`src/hdl/cps_pkg.sv`:
```
// Shared types, constants and lookup functions for the charlieplex scan unit.
`timescale 1ns / 1ps

package cps_pkg;

  // Field widths
  localparam int ValueW = 7;
  localparam int LineW  = 5;

  // Segment slots of one frame: hundreds pair, tens a..g, units a..g
  localparam int SlotCount = 15;
  localparam int SlotW     = 4;
  localparam int SegCount  = 7;
  localparam int TensBase  = 1;
  localparam int UnitsBase = 8;

  // Number limits
  localparam logic [ValueW-1:0] ValueMax = 7'd100;

  // Default depth of the frame queue between front and back
  localparam int QueueDepthDefault = 2;

  // One bit per segment slot, bit 0 is the hundreds drive
  typedef logic [SlotCount-1:0] slot_mask_t;

  // Queue handshake between the two sides
  typedef struct packed {
    logic push;
    logic pop;
  } queue_ctrl_t;

  typedef struct packed {
    logic full;
    logic empty;
  } queue_stat_t;

  // One segment drive
  typedef struct packed {
    logic [LineW-1:0] enable;
    logic [LineW-1:0] level;
  } line_drive_t;

  // Seven-segment pattern, bit 6 is segment a, bit 0 is segment g
  function automatic logic [SegCount-1:0] seg_pattern(input logic [3:0] digit);
    logic [SegCount-1:0] pat;
    pat = 7'b0000000;
    unique case (digit)
      4'd0:    pat = 7'b1111110;
      4'd1:    pat = 7'b0110000;
      4'd2:    pat = 7'b1101101;
      4'd3:    pat = 7'b1111001;
      4'd4:    pat = 7'b0110011;
      4'd5:    pat = 7'b1011011;
      4'd6:    pat = 7'b1011111;
      4'd7:    pat = 7'b1110000;
      4'd8:    pat = 7'b1111111;
      4'd9:    pat = 7'b1111011;
      default: pat = 7'b0000000;
    endcase
    return pat;
  endfunction

  // Line drive for each slot; the hundreds slot drives three lines at once
  function automatic line_drive_t slot_drive(input logic [SlotW-1:0] slot);
    line_drive_t d;
    d = '{enable: 5'h00, level: 5'h00};
    unique case (slot)
      4'd0:    d = '{enable: 5'h0E, level: 5'h06};
      4'd1:    d = '{enable: 5'h06, level: 5'h02};
      4'd2:    d = '{enable: 5'h06, level: 5'h04};
      4'd3:    d = '{enable: 5'h0C, level: 5'h08};
      4'd4:    d = '{enable: 5'h0A, level: 5'h08};
      4'd5:    d = '{enable: 5'h12, level: 5'h10};
      4'd6:    d = '{enable: 5'h14, level: 5'h10};
      4'd7:    d = '{enable: 5'h18, level: 5'h10};
      4'd8:    d = '{enable: 5'h03, level: 5'h01};
      4'd9:    d = '{enable: 5'h03, level: 5'h02};
      4'd10:   d = '{enable: 5'h05, level: 5'h01};
      4'd11:   d = '{enable: 5'h05, level: 5'h04};
      4'd12:   d = '{enable: 5'h09, level: 5'h01};
      4'd13:   d = '{enable: 5'h09, level: 5'h08};
      4'd14:   d = '{enable: 5'h11, level: 5'h10};
      default: d = '{enable: 5'h00, level: 5'h00};
    endcase
    return d;
  endfunction

endpackage

```
`src/hdl/cps_front.sv`:
```
// Front end: clamps the number, splits it into digits and builds the slot mask.
`timescale 1ns / 1ps

module cps_front (
  input  logic [cps_pkg::ValueW-1:0] value_i,
  output cps_pkg::slot_mask_t        mask_o
);

  logic [cps_pkg::ValueW-1:0] clamped;
  logic                       hundreds;
  logic [14:0]                recip_prod;
  logic [3:0]                 tens;
  logic [3:0]                 units;
  logic [cps_pkg::ValueW-1:0] tens_x10;
  logic [cps_pkg::ValueW-1:0] units_wide;
  logic [cps_pkg::SegCount-1:0] tens_pat;
  logic [cps_pkg::SegCount-1:0] units_pat;

  // Clamp and detect the hundreds case
  assign clamped  = (value_i > cps_pkg::ValueMax) ? cps_pkg::ValueMax : value_i;
  assign hundreds = (clamped == cps_pkg::ValueMax);

  // Divide by ten through the reciprocal 205/2048, exact below 100
  assign recip_prod = {8'd0, clamped} * 15'd205;
  assign tens       = hundreds ? 4'd0 : recip_prod[14:11];
  assign tens_x10   = {tens, 3'b000} + {2'b00, tens, 1'b0};
  assign units_wide = hundreds ? 7'd0 : (clamped - tens_x10);
  assign units      = units_wide[3:0];

  assign tens_pat  = cps_pkg::seg_pattern(tens);
  assign units_pat = cps_pkg::seg_pattern(units);

  // Slot mask: segment a goes first; leading zero blanked except for 100
  always_comb begin
    mask_o    = '0;
    mask_o[0] = hundreds;
    for (int s = 0; s < cps_pkg::SegCount; s++) begin
      mask_o[cps_pkg::TensBase + s]  = tens_pat[cps_pkg::SegCount-1-s] &
                                       (hundreds | (tens != 4'd0));
      mask_o[cps_pkg::UnitsBase + s] = units_pat[cps_pkg::SegCount-1-s];
    end
  end

endmodule

```
`src/hdl/cps_queue.sv`:
```
// Short frame queue between the front end and the scan sequencer.
`timescale 1ns / 1ps

module cps_queue #(
  parameter int Depth = cps_pkg::QueueDepthDefault
) (
  input  logic                  clk_i,
  input  logic                  rst_ni,
  input  cps_pkg::queue_ctrl_t  ctrl_i,
  input  cps_pkg::slot_mask_t   wr_data_i,
  output cps_pkg::slot_mask_t   rd_data_o,
  output cps_pkg::queue_stat_t  stat_o
);

  localparam int PtrW = (Depth > 1) ? $clog2(Depth) : 1;
  localparam int CntW = $clog2(Depth + 1);
  localparam logic [PtrW-1:0] PtrLast = PtrW'(Depth - 1);
  localparam logic [CntW-1:0] CntFull = CntW'(Depth);

  cps_pkg::slot_mask_t store_q [Depth];
  logic [PtrW-1:0] wr_ptr_q, wr_ptr_d;
  logic [PtrW-1:0] rd_ptr_q, rd_ptr_d;
  logic [CntW-1:0] count_q, count_d;
  logic            do_push;
  logic            do_pop;

  assign stat_o.full  = (count_q == CntFull);
  assign stat_o.empty = (count_q == '0);
  assign do_push      = ctrl_i.push & ~stat_o.full;
  assign do_pop       = ctrl_i.pop & ~stat_o.empty;
  assign rd_data_o    = store_q[rd_ptr_q];

  // Pointer and fill count update
  always_comb begin
    wr_ptr_d = wr_ptr_q;
    rd_ptr_d = rd_ptr_q;
    count_d  = count_q;
    if (do_push) begin
      wr_ptr_d = (wr_ptr_q == PtrLast) ? '0 : wr_ptr_q + 1'b1;
    end
    if (do_pop) begin
      rd_ptr_d = (rd_ptr_q == PtrLast) ? '0 : rd_ptr_q + 1'b1;
    end
    if (do_push && !do_pop) begin
      count_d = count_q + 1'b1;
    end else if (do_pop && !do_push) begin
      count_d = count_q - 1'b1;
    end
  end

  always_ff @(posedge clk_i or negedge rst_ni) begin
    if (!rst_ni) begin
      wr_ptr_q <= '0;
      rd_ptr_q <= '0;
      count_q  <= '0;
    end else begin
      wr_ptr_q <= wr_ptr_d;
      rd_ptr_q <= rd_ptr_d;
      count_q  <= count_d;
    end
  end

  // Entry storage, no reset needed
  always_ff @(posedge clk_i) begin
    if (do_push) begin
      store_q[wr_ptr_q] <= wr_data_i;
    end
  end

endmodule

```
`src/hdl/cps_back.sv`:
```
// Scan sequencer: walks the lit slots of a frame, one segment drive per cycle.
`timescale 1ns / 1ps

module cps_back (
  input  logic                           clk_i,
  input  logic                           rst_ni,
  input  cps_pkg::queue_stat_t           stat_i,
  input  cps_pkg::slot_mask_t            rd_data_i,
  output logic                           pop_o,
  output logic                           result_strobe_o,
  output logic [cps_pkg::LineW-1:0]      line_enable_o,
  output logic [cps_pkg::LineW-1:0]      line_level_o,
  output logic                           frame_end_o
);

  cps_pkg::slot_mask_t      mask_q, mask_d;
  cps_pkg::slot_mask_t      remaining;
  logic [cps_pkg::SlotW-1:0] slot;
  logic                     active;
  logic                     last;
  cps_pkg::line_drive_t     drive;

  logic                     strobe_q;
  cps_pkg::line_drive_t     drive_q;
  logic                     end_q;

  // Lowest lit slot goes next
  always_comb begin
    slot = '0;
    for (int i = cps_pkg::SlotCount - 1; i >= 0; i--) begin
      if (mask_q[i]) begin
        slot = cps_pkg::SlotW'(i);
      end
    end
  end

  assign active    = (mask_q != '0);
  assign remaining = mask_q & (mask_q - 1'b1);
  assign last      = active & (remaining == '0);
  assign drive     = cps_pkg::slot_drive(slot);

  // Load the next frame as soon as the current one hands out its last beat
  assign pop_o = (!active || last) && !stat_i.empty;

  always_comb begin
    mask_d = remaining;
    if (pop_o) begin
      mask_d = rd_data_i;
    end
  end

  always_ff @(posedge clk_i or negedge rst_ni) begin
    if (!rst_ni) begin
      mask_q   <= '0;
      strobe_q <= 1'b0;
    end else begin
      mask_q   <= mask_d;
      strobe_q <= active;
    end
  end

  // Result register, payload without reset
  always_ff @(posedge clk_i) begin
    drive_q <= drive;
    end_q   <= last;
  end

  assign result_strobe_o = strobe_q;
  assign line_enable_o   = drive_q.enable;
  assign line_level_o    = drive_q.level;
  assign frame_end_o     = end_q;

endmodule

```
`src/hdl/charlieplex_two_digit_scan_unit.sv`:
```
// Top level of the charlieplex two-and-a-half-digit scan unit.
//
// Pulse start with a number on value_i while busy is low; the unit shows
// 0..100 (larger values show as 100) and emits one scan frame: one segment
// drive per clock, each on line_enable_o/line_level_o for exactly one cycle
// with result_strobe_o high, and frame_end_o high on the last beat. A frame
// is 2 to 14 beats long: one per lit segment, plus the hundreds drive for 100.
// With the sequencer idle, a number taken with start goes into the queue, is
// loaded into the sequencer's mask register and its first beat is registered
// onto the outputs; the sequencer emits one beat every cycle, so frames follow
// each other without gaps while the next waits in the queue. Accepted numbers
// wait in a short queue (QueueDepth frames); busy is high while that queue is
// full. Results cannot be held off, so the receiver must take a beat in every
// cycle it is strobed.
`timescale 1ns / 1ps

module charlieplex_two_digit_scan_unit #(
  parameter int QueueDepth = cps_pkg::QueueDepthDefault
) (
  input  logic                      clk_i,
  input  logic                      rst_ni,
  input  logic                      start,
  output logic                      busy,
  input  logic [cps_pkg::ValueW-1:0] value_i,
  output logic                      result_strobe_o,
  output logic [cps_pkg::LineW-1:0] line_enable_o,
  output logic [cps_pkg::LineW-1:0] line_level_o,
  output logic                      frame_end_o
);

  cps_pkg::slot_mask_t  front_mask;
  cps_pkg::slot_mask_t  queue_head;
  cps_pkg::queue_ctrl_t queue_ctrl;
  cps_pkg::queue_stat_t queue_stat;
  logic                 back_pop;

  // Front end: classify the number into a slot mask
  cps_front u_front (
    .value_i (value_i),
    .mask_o  (front_mask)
  );

  assign busy            = queue_stat.full;
  assign queue_ctrl.push = start & ~busy;
  assign queue_ctrl.pop  = back_pop;

  cps_queue #(
    .Depth (QueueDepth)
  ) u_queue (
    .clk_i     (clk_i),
    .rst_ni    (rst_ni),
    .ctrl_i    (queue_ctrl),
    .wr_data_i (front_mask),
    .rd_data_o (queue_head),
    .stat_o    (queue_stat)
  );

  // Back end: scan the frame out
  cps_back u_back (
    .clk_i           (clk_i),
    .rst_ni          (rst_ni),
    .stat_i          (queue_stat),
    .rd_data_i       (queue_head),
    .pop_o           (back_pop),
    .result_strobe_o (result_strobe_o),
    .line_enable_o   (line_enable_o),
    .line_level_o    (line_level_o),
    .frame_end_o     (frame_end_o)
  );

endmodule

```
`config.mk`:
```
export PLATFORM = sky130hd
export DESIGN_NAME = charlieplex_two_digit_scan_unit
export DESIGN_NICKNAME = d
export VERILOG_FILES = /design/src/hdl/cps_pkg.sv /design/src/hdl/cps_front.sv /design/src/hdl/cps_queue.sv /design/src/hdl/cps_back.sv /design/src/hdl/charlieplex_two_digit_scan_unit.sv
export SDC_FILE = /design/constraint.sdc
export NUM_CORES = 1
export LEC_CHECK = 0
export CORE_AREA = 2 2 84 86
export CTS_BUF_LIST = sky130_fd_sc_hd__clkbuf_4 sky130_fd_sc_hd__clkbuf_8
export CTS_CLUSTER_SIZE = 10
export DETAILED_ROUTE_END_ITERATION = 12
export DIE_AREA = 0 0 86 88
export DONT_BUFFER_PORTS = 1
export GPL_TIMING_DRIVEN = 1
export PLACE_DENSITY = 0.8
export SETUP_SLACK_MARGIN = 0.15
export SYNTH_ARGS = -nofsm -noshare
export SYNTH_HDL_FRONTEND = slang
export SYNTH_SLANG_ARGS = --single-unit
export TNS_END_PERCENT = 50
```
`constraint.sdc`:
```
create_clock -name clk_i -period 3.6 [get_ports clk_i]
set_input_delay 1.08 -clock clk_i [delete_from_list [all_inputs] [get_ports clk_i]]
set_output_delay 1.08 -clock clk_i [all_outputs]
set_load 0.005 [all_outputs]
```
==> results.md, run 1 <==
- The flow ran to the end, but the final reports show violations.
- The checks that failed: negative setup slack.
- The number of global-route vias before repair is approximately 3200.
- The count of input and output buffers is 0.
- The share of total power dissipated in sequential elements is 0.286.
- The repair_antennas step left the layout with diodes totalling 0.
- Walking the worst path, the cells encountered are nor2_4 > nor2_1 > or2_4 > ha_4 > inv_4 > ha_4 > fa_1 > inv_2 > fa_1 > inv_2 > ha_4 > a31o_4 > a41oi_4 > nor3_4 > or4_4 > nand3_4 > inv_4 > ha_4 > nand2_1 > and4bb_2 > xnor2_4 > xnor2_4 > mux2i_2 > o22ai_2.
- The initial antenna violation count was 0.
- Counting the fill cells in the layout gives ~430.
- The layout overhead on the synthesized area is 21.83%.
- The leakage dissipation is approximately 2.4 nW.
- For this run, the slowest stage of the critical path takes roughly 0.51 ns.
- The clock sink total is 60.
- Summed over all nets, the switching power comes to ~2 mW.
- The number of buffers between clock root and the deepest sink is 2.
- Counting every net in the synthesized netlist gives roughly 470.
- After synthesis the cells add up to between 4000 and 5000 um^2.
- Of the total power, the clock network draws 0.118.
- Setup repair after global routing could not meet its margin everywhere.
- The kind of critical path is primary input to register.
- Adding up every negative setup slack in the final design gives -50.56 ns.
- Ranked by instance count, the synthesized netlist is headed by ha_1, inv_1, edfxtp_1.
- The number of pins with negative max-slew slack in the final report is 0.
- The setup check on the worst reg-to-reg path leaves a slack of 0.63 ns.
- Setup violations remaining at the end of the flow were counted as 28.
- In this run, distinct cell masters in the synthesized netlist total 63.
- The clock tree skew after final layout is between 0.006 and 0.007 ns.
- The total global routing overflow is 0.
- The shortest clock period the worst path allows after layout is 5.675 ns.
- The combinational cell fraction of total power is 0.596.
- The most common cell in the synthesized netlist is ha_1.
- The overall die height is roughly 88 um.
- The highest-delay cell along the critical path is fa_1.
- Of the post-synthesis cell area, the dominant cell type holds 0.2162.
- The worst setup path startpoint is value_i[4].
- The area of the die is 7568 um^2.
- The register cell area after layout is 1602 um^2.
- 23 I/O pins were placed.
- The kind of capture point of the worst setup path is a register.
- Leaving out filler cells and counting taps, the final layout contains about 540.
- The area occupied by multi-input gates is around 2600 um^2.
- After clock tree synthesis, the flow added hold-fix buffers numbering 0.
- The final wirelength is approximately 8.4 mm.
- The number of H-tree branching levels is 3.
- At the later pin of the worst-skew pair, clock insertion delay measures 0.33 ns.
- In the finished design, the share of the clock period the worst path needs comes to 1.576.
- The top cell type by total area after synthesis is edfxtp_1.
- The largest net degree at the start of global routing is 21.
- The start of the worst register-to-register path is u_back.mask_q[1]$_DFF_PN0_.
- Once placement completed, the tool counted placed cells totaling about 530.
- In the synthesized netlist the async set-or-reset flop fraction comes to 0.3333.
- Of the cells placed in the final design, the portion with a size suffix greater than 1 is 0.2786.
- STA classifies the critical path startpoint as a primary input.
- The wire length per cell is ~15 um.
- The total routing usage reported by global routing is 0.2444.
- The first routing iteration left 97 violations.
- In this run the worst setup path terminates at u_queue.store_q[1][13]$_DFFE_PP_.
- By area the synthesized netlist is led by edfxtp_1, ha_1, dfrtp_1.
- In this run, synthesis inferred 30 flip-flops with an integrated enable.
- In the routed design, unresolved DRC markers number 0.
- The worst-case vdd ir drop is between 0.3 and 0.4 mV.
- The average footprint of a synthesized cell is about 10 um^2.
- STA puts the critical path data required time at 3.66 ns.
- The minimum hold slack is about 0.44 ns.
- The gate count of the mapped netlist is 400.
- The die is 86 um wide.
- The count of state elements after synthesis is 60.
- The clock tree from TritonCTS is done.
- The destination of the worst register-to-register timing path is u_queue.count_q[1]$_DFFE_PN0P_.
- The number of hold violations in the final report came to 0.
- The worst max-slew margin expressed relative to the limit is 0.4145.
- The setup slack of the critical path after layout is -2.075 ns.
- The power per unit of standard cell area is around 960 nW/um^2.
- The maximum operating frequency is about 180 MHz.
- The number of routed nets with antenna violations is 0.
- The transition time of the tightest slew-check pin is approximately 0.88 ns.
- The first detailed-routing pass ran for 4 iterations.
- The number of max-cap violations is 0.
- The path type of the worst min-delay path is primary input to async pin.
- In this run the worst path has a maximum fanout of 6.
- The cell-internal power is ~2.9 mW.
- The proportion of total power due to net switching is 0.4084.
- For this configuration, the core starts out at a cell density of 0.6271.
- The wire length of the first global-routing pass is around 14 mm.
- The initialized floorplan defines 30 standard-cell rows.
- After clock tree synthesis, the clock-pin slew on the worst setup and hold paths is approximately 0.07 ns.
- The total number of yosys warnings is 0.
- The routed layout has around 3200 vias.
- Among the stages of the critical path, the cell type that occurs most often is ha_4.
- The most common flop cell mapped by yosys is edfxtp_1.
- The CTS root buffer is clkbuf_8.
- In this run, CTS created clock tree buffers numbering 9.
- The share of the Yosys chip area taken by registers is 0.3844.
- The number of vias per cell after detailed routing is 5.810.
- The core region is between 6000 and 7000 um^2.
- Summed over all nets, the half-perimeter wirelength after detailed placement is 6.625 mm.
- The last weighted congestion value of the routability-driven placer is approximately 0.86.
- Counting cells, the worst reg-to-reg path comes to 10.
- The total number of nets in the final design is roughly 530.
- At the worst endpoint, the arrival time is 5.73 ns.
## worst min-delay path by stage
stage	start	to	slack, ns	cells after the start
2_1_floorplan	u_queue.wr_ptr_q$_DFFE_PN0P_	u_queue.wr_ptr_q$_DFFE_PN0P_	0.46	1
5_1_grt	rst_ni	u_back.mask_q[2]$_DFF_PN0_	0.42	0
4_1_cts	rst_ni	u_back.mask_q[2]$_DFF_PN0_	0.41	0
3_5_place_dp	u_queue.wr_ptr_q$_DFFE_PN0P_	u_queue.wr_ptr_q$_DFFE_PN0P_	0.50	1
3_3_place_gp	u_queue.store_q[0][0]$_DFFE_PP_	u_back.mask_q[0]$_DFF_PN0_	0.47	2
6_report	rst_ni	u_back.mask_q[2]$_DFF_PN0_	0.44	0
## layout by cell type, fill, tap and decap left out, types with 9 or more instances in the layout
cell type	n
a21oi_1	13
buf_4	58
clkbuf_8	9
dfrtp_1	20
dfxtp_1	10
edfxtp_1	30
ha_1	47
inv_1	37
mux2i_1	18
nand2_1	22
nor2_1	26
o21ai_0	21
## area by class of cell
cell class                 instances  share of cell area
timing repair buffer              58             0.08578
multi-input combinational        286              0.5083
clock buffer                      11             0.02736
sequential                        60              0.3155
tap                               80             0.01972
inverter                          43             0.03278
clock inverter                     5             0.01060
## repair_timing
action | CTS | global route
pin swaps | 1 | 9
setup buffers | 1 | 1
gates resized for setup | 10 | 12
endpoints found under the setup margin | 28 | 28
## registers in the layout (all words and copies together) (netlist names)
| name | cells |
|---|---|
| u_queue.store_q | 30 |
| u_back.result_strobe_o | 1 |
| u_back.line_level_o | 5 |
| u_back.frame_end_o | 1 |
| u_queue.rd_ptr_q | 1 |
| u_queue.wr_ptr_q | 1 |
| u_back.mask_q | 15 |
| u_queue.count_q | 2 |
| u_back.line_enable_o | 4 |
## critical path: cells and delay by family
kind | cells | cell delay [ns]
buffers and inverters | 4 | 0.17
AO/OA/AOI/OAI | 3 | 0.53
AND/OR/NAND/NOR | 8 | 1.29
adder cells (fa/ha/maj) | 6 | 1.88
XOR/XNOR | 2 | 0.47
multiplexers | 1 | 0.31
## kinds of logic after synthesis
| family | share of synthesized area |
|---|---|
| xor gates and xnor gates | 0.03123 |
| buffers and inverters | 0.05135 |
| adders and majority gates | 0.2117 |
| DFF | 0.3844 |
| muxes | 0.04565 |
| and+or+nand+nor | 0.1288 |
| AOI/OAI and AO/OA | 0.1468 |
## per-layer routing
metal | part of all wire | track usage | up-vias
met5 | 0 | 0 | -
li1 | - | - | 1550
met2 | 0.54 | 0.4616 | 71
met4 | 0.031 | 0.1183 | 0
met3 | 0.028 | 0.03959 | 21
met1 | 0.40 | 0.2650 | 1513
## power by group through the flow
stage	sequential (mW)	combinational, mW	clock (mW)
after global placement	1.39	2.60	0
after floorplan	1.32	2.05	0
after CTS	1.40	2.80	0.592
after global routing	1.44	3.25	0.618
after detailed placement	1.41	2.73	0
final	1.40	2.92	0.576
## metrics by stage
step | area, um^2 | util | total power, mW | worst slack, ns
6_report | 5076 | 0.7640 | 4.890 | -2.075
5_1_grt | 5076 | 0.7640 | 5.304 | -2.226
3_3_place_gp | 4750 | 0.7149 | 3.995 | -2.329
3_5_place_dp | 4750 | 0.7149 | 4.148 | -2.419
2_1_floorplan | 4282 | - | 3.370 | -2.374
4_1_cts | 5004 | 0.7531 | 4.793 | -2.032
Power figures use the tool's default switching activity.
==> inputs of run 2 (changes only) <==
--- a/config.mk
+++ b/config.mk
@@ -13,6 +13,7 @@
 export DONT_BUFFER_PORTS = 1
 export GPL_TIMING_DRIVEN = 1
 export PLACE_DENSITY = 0.8
+export RECOVER_POWER = 25
 export SETUP_SLACK_MARGIN = 0.15
 export SYNTH_ARGS = -nofsm -noshare
 export SYNTH_HDL_FRONTEND = slang
==> run 2 against run 1 <==
  * The run still ends with negative setup slack left
  * Sequential share of layout area is essentially flat
  * Clock power is essentially flat
  * Die area is the same
  * Via count shrank 0.35%
  * Critical endpoint unchanged
  * Final area is essentially flat
  * Sequential power is essentially flat
  * Hold slack is essentially flat
  * Non-clock buffer count is the same
==> results.md, run 2 (synthesized netlist as in run 1, its figures left out) <==
- The flow ran to the end, but the final reports show violations.
- The final reports fail on negative setup slack.
- The worst max-slew margin expressed relative to the limit came to 0.4138 (-0.0006900).
- The post-DP HPWL is 6.625 mm (unchanged).
- The largest individual stage delay along the critical path comes from the cell fa_1.
- The initial antenna violation count is 0 (unchanged).
- The largest fanout on the critical path is 6 (unchanged).
- In the layout the commonest cells are buf_4, ha_1, inv_1.
- The kind of critical path is primary input to register.
- The total of fill cells in the finished design is 429 (unchanged).
- The number of vias per cell after detailed routing was 5.790 (-0.35%).
- The total global routing overflow is 0 (unchanged).
- The required time of the critical path is 3.66 ns (about the same).
- The number of CTS-inserted buffers came to 9 (unchanged).
- The remaining routing DRC violations came to 0 (unchanged).
- The number of global-route vias before repair was 3238 (unchanged).
- The cell area after placement is 4750 um^2 (unchanged).
- The signal on the critical path passes through nor2_4 > nor2_1 > or2_4 > ha_4 > inv_4 > ha_4 > fa_1 > inv_2 > fa_1 > inv_2 > ha_4 > a31o_4 > a41oi_4 > nor3_4 > or4_4 > nand3_4 > inv_4 > ha_4 > nand2_1 > and4bb_2 > xnor2_4 > xnor2_4 > mux2i_2 > o22ai_2.
- The worst-case vdd ir drop is 0.3629 mV (about the same).
- The longest individual stage delay on the worst path is 0.51 ns (about the same).
- Setup repair after global routing could not meet its margin everywhere.
- The post-route fraction of the period consumed by the critical path is 1.577 (about the same).
- The total routing usage reported by global routing is 0.2444 (unchanged).
- The number of H-tree branching levels is 3 (unchanged).
- The hold buffer count at cts is 0 (unchanged).
- The clock latency reported for the late side of the worst-skew pair is 0.33 ns (about the same).
- The combined buffer and inverter count along the critical path is 4 (unchanged).
- The core box area is 6644 um^2 (unchanged).
- The clock tree skew after final layout was 0.006834 ns (-0.00007403 ns).
- The number of DRC violations after detailed-routing iteration 0 is 96 (-1.0%).
- The overall die height was 88 um (unchanged).
- The cell sitting at the root of the clock tree is a clkbuf_8.
- The number of search-and-repair iterations in the first detailed-routing pass is 4 (unchanged).
- The transition time of the tightest slew-check pin is 0.8793 ns (+0.001034 ns).
- The minimum hold slack came to 0.4426 ns (+0.00006900 ns).
- The register cell area after layout is 1602 um^2 (unchanged).
- The wire length per cell is 15.48 um (unchanged).
- The final wirelength was 8.403 mm (unchanged).
- The power per unit of standard cell area is 963.5 nW/um^2 (about the same).
- The total non-filler cell area in the finished layout is 5072 um^2 (about the same).
- The kind of capture point of the worst setup path is a register.
- The post-placement setup slack is -2.419 ns (unchanged).
- The number of hold violations in the final report is 0 (unchanged).
- The count of input and output buffers is 0 (unchanged).
- The number of buffers between clock root and the deepest sink is 2 (unchanged).
- The clock sink total is 60 (unchanged).
- The worst setup path is launched from a primary input.
- The number of pins with negative max-slew slack in the final report was 0 (unchanged).
- The wire length of the first global-routing pass came to 14.32 mm (unchanged).
- The placed cell count is 525 (unchanged).
- The fraction of final layout cells with drive strength greater than 1 is 0.2765 (-0.002160).
- By instance count, the cell type seen most on the critical path is ha_4.
- The largest net degree at the start of global routing is 21 (unchanged).
- The leakage dissipation is 2.383 nW (-0.17%).
- The number of routed nets with antenna violations is 0 (unchanged).
- The layout overhead on the synthesized area is 21.74% (about the same).
- The most frequent standard cell in the layout excluding fill and tap cells is buf_4.
- The initial standard-cell utilization of the core came to 0.6271 (unchanged).
- The total number of nets in the final design came to 532 (unchanged).
- The shortest clock period the worst path allows after layout was 5.676 ns (+0.001140 ns).
- TritonCTS built the clock tree.
- The worst endpoint data arrival time is 5.73 ns (about the same).
- The maximum operating frequency was 176.2 MHz (about the same).
- The final count of negative-setup-slack endpoints is 28 (unchanged).
- The antenna diode count is 0 (unchanged).
- The setup slack of the critical path after layout is -2.076 ns (-0.001140 ns).
- The clock-pin slew reported for the worst setup and hold paths after clock tree synthesis is 0.07 ns (about the same).
- The horizontal extent of the die is 86 um (unchanged).
- The flip-flop count of the largest register after layout is 30 (unchanged).
- The area occupied by multi-input gates is 2580 um^2 (unchanged).
- The number of I/O pins is 23 (unchanged).
- The area of the die is 7568 um^2 (unchanged).
- The number of standard cells in the layout, taps in and fillers out is 543 (unchanged).
- The total number of vias was 3144 (-0.35%).
- The last weighted congestion value of the routability-driven placer came to 0.8634 (unchanged).
- More flip-flops sit in one register than any other, and that register is u_queue.store_q.
- The number of standard-cell rows in the floorplan is 30 (unchanged).
- The worst hold path belongs to the class primary input to async pin.
- The cell family with the largest share of critical-path delay is adder cells.
- The number of max-cap violations is 0 (unchanged).
## run 2: changes by cell type in the layout (fill, tap and decap cells not counted)
cell,delta
buf_4,-1
clkbuf_1,+1
## run 2: layer usage
| layer | vias to the layer above | routed length, um | GRT usage |
|---|---|---|---|
| met2 | 66 | 4576 | 0.4616 |
| met1 | 1508 | 3337 | 0.2650 |
| met3 | 21 | 232 | 0.03959 |
| met4 | 0 | 257 | 0.1183 |
| met5 | - | 0 | 0 |
| li1 | 1549 | - | - |
## run 2: final timing paths
path | from | to | slack [ns] | depth (start not counted)
max in group asynchronous | rst_ni | u_back.mask_q[9]$_DFF_PN0_ | 3.08 | 0
worst min register to register | u_queue.wr_ptr_q$_DFFE_PN0P_ | u_queue.wr_ptr_q$_DFFE_PN0P_ | 0.51 | 1
worst max-delay path | value_i[4] | u_queue.store_q[1][13]$_DFFE_PP_ | -2.08 | 24
worst min-delay path | rst_ni | u_back.mask_q[1]$_DFF_PN0_ | 0.44 | 0
min in group clk_i | u_queue.wr_ptr_q$_DFFE_PN0P_ | u_queue.wr_ptr_q$_DFFE_PN0P_ | 0.51 | 1
worst max register to register | u_back.mask_q[1]$_DFF_PN0_ | u_queue.count_q[1]$_DFFE_PN0P_ | 0.63 | 10
## run 2: worst reg2reg max path, delay by kind of cell, from the launching register on
kind	cells	cell delay [ns]
AOI/OAI and AO/OA	3	0.32
xor gates and xnor gates	1	0.15
adders and majority gates	2	0.66
DFF	1	0.46
and+or+nand+nor	4	1.30
## run 2: layout make-up
class / instances / share of cell area
multi-input combinational: 286 / 0.5086
clock inverter: 5 / 0.01061
timing repair buffer: 58 / 0.08510
inverter: 43 / 0.03281
clock buffer: 11 / 0.02738
sequential: 60 / 0.3157
tap: 80 / 0.01973
## run 2: what timing repair did
action | in CTS | in global routing
pin swaps | 1 | 9
setup endpoints to repair | 28 | 28
resized for setup | 10 | 12
buffers inserted | 1 | 1
## run 2: stage by stage
| stage | setup TNS, ns | util | power (mW) |
|---|---|---|---|
| detailed placement | -60.54 | 0.7149 | 4.148 |
| global placement | -57.78 | 0.7149 | 3.995 |
| finish | -50.58 | 0.7635 | 4.887 |
| floorplan | -53.92 | - | 3.370 |
| CTS | -49.07 | 0.7531 | 4.793 |
| global route | -55.38 | 0.7635 | 5.302 |
## run 2: power by group
part / internal, mW / switching (mW)
clock network: 0.332 / 0.243
registers: 1.19 / 0.209
logic: 1.37 / 1.54
total: 2.89 / 2.00
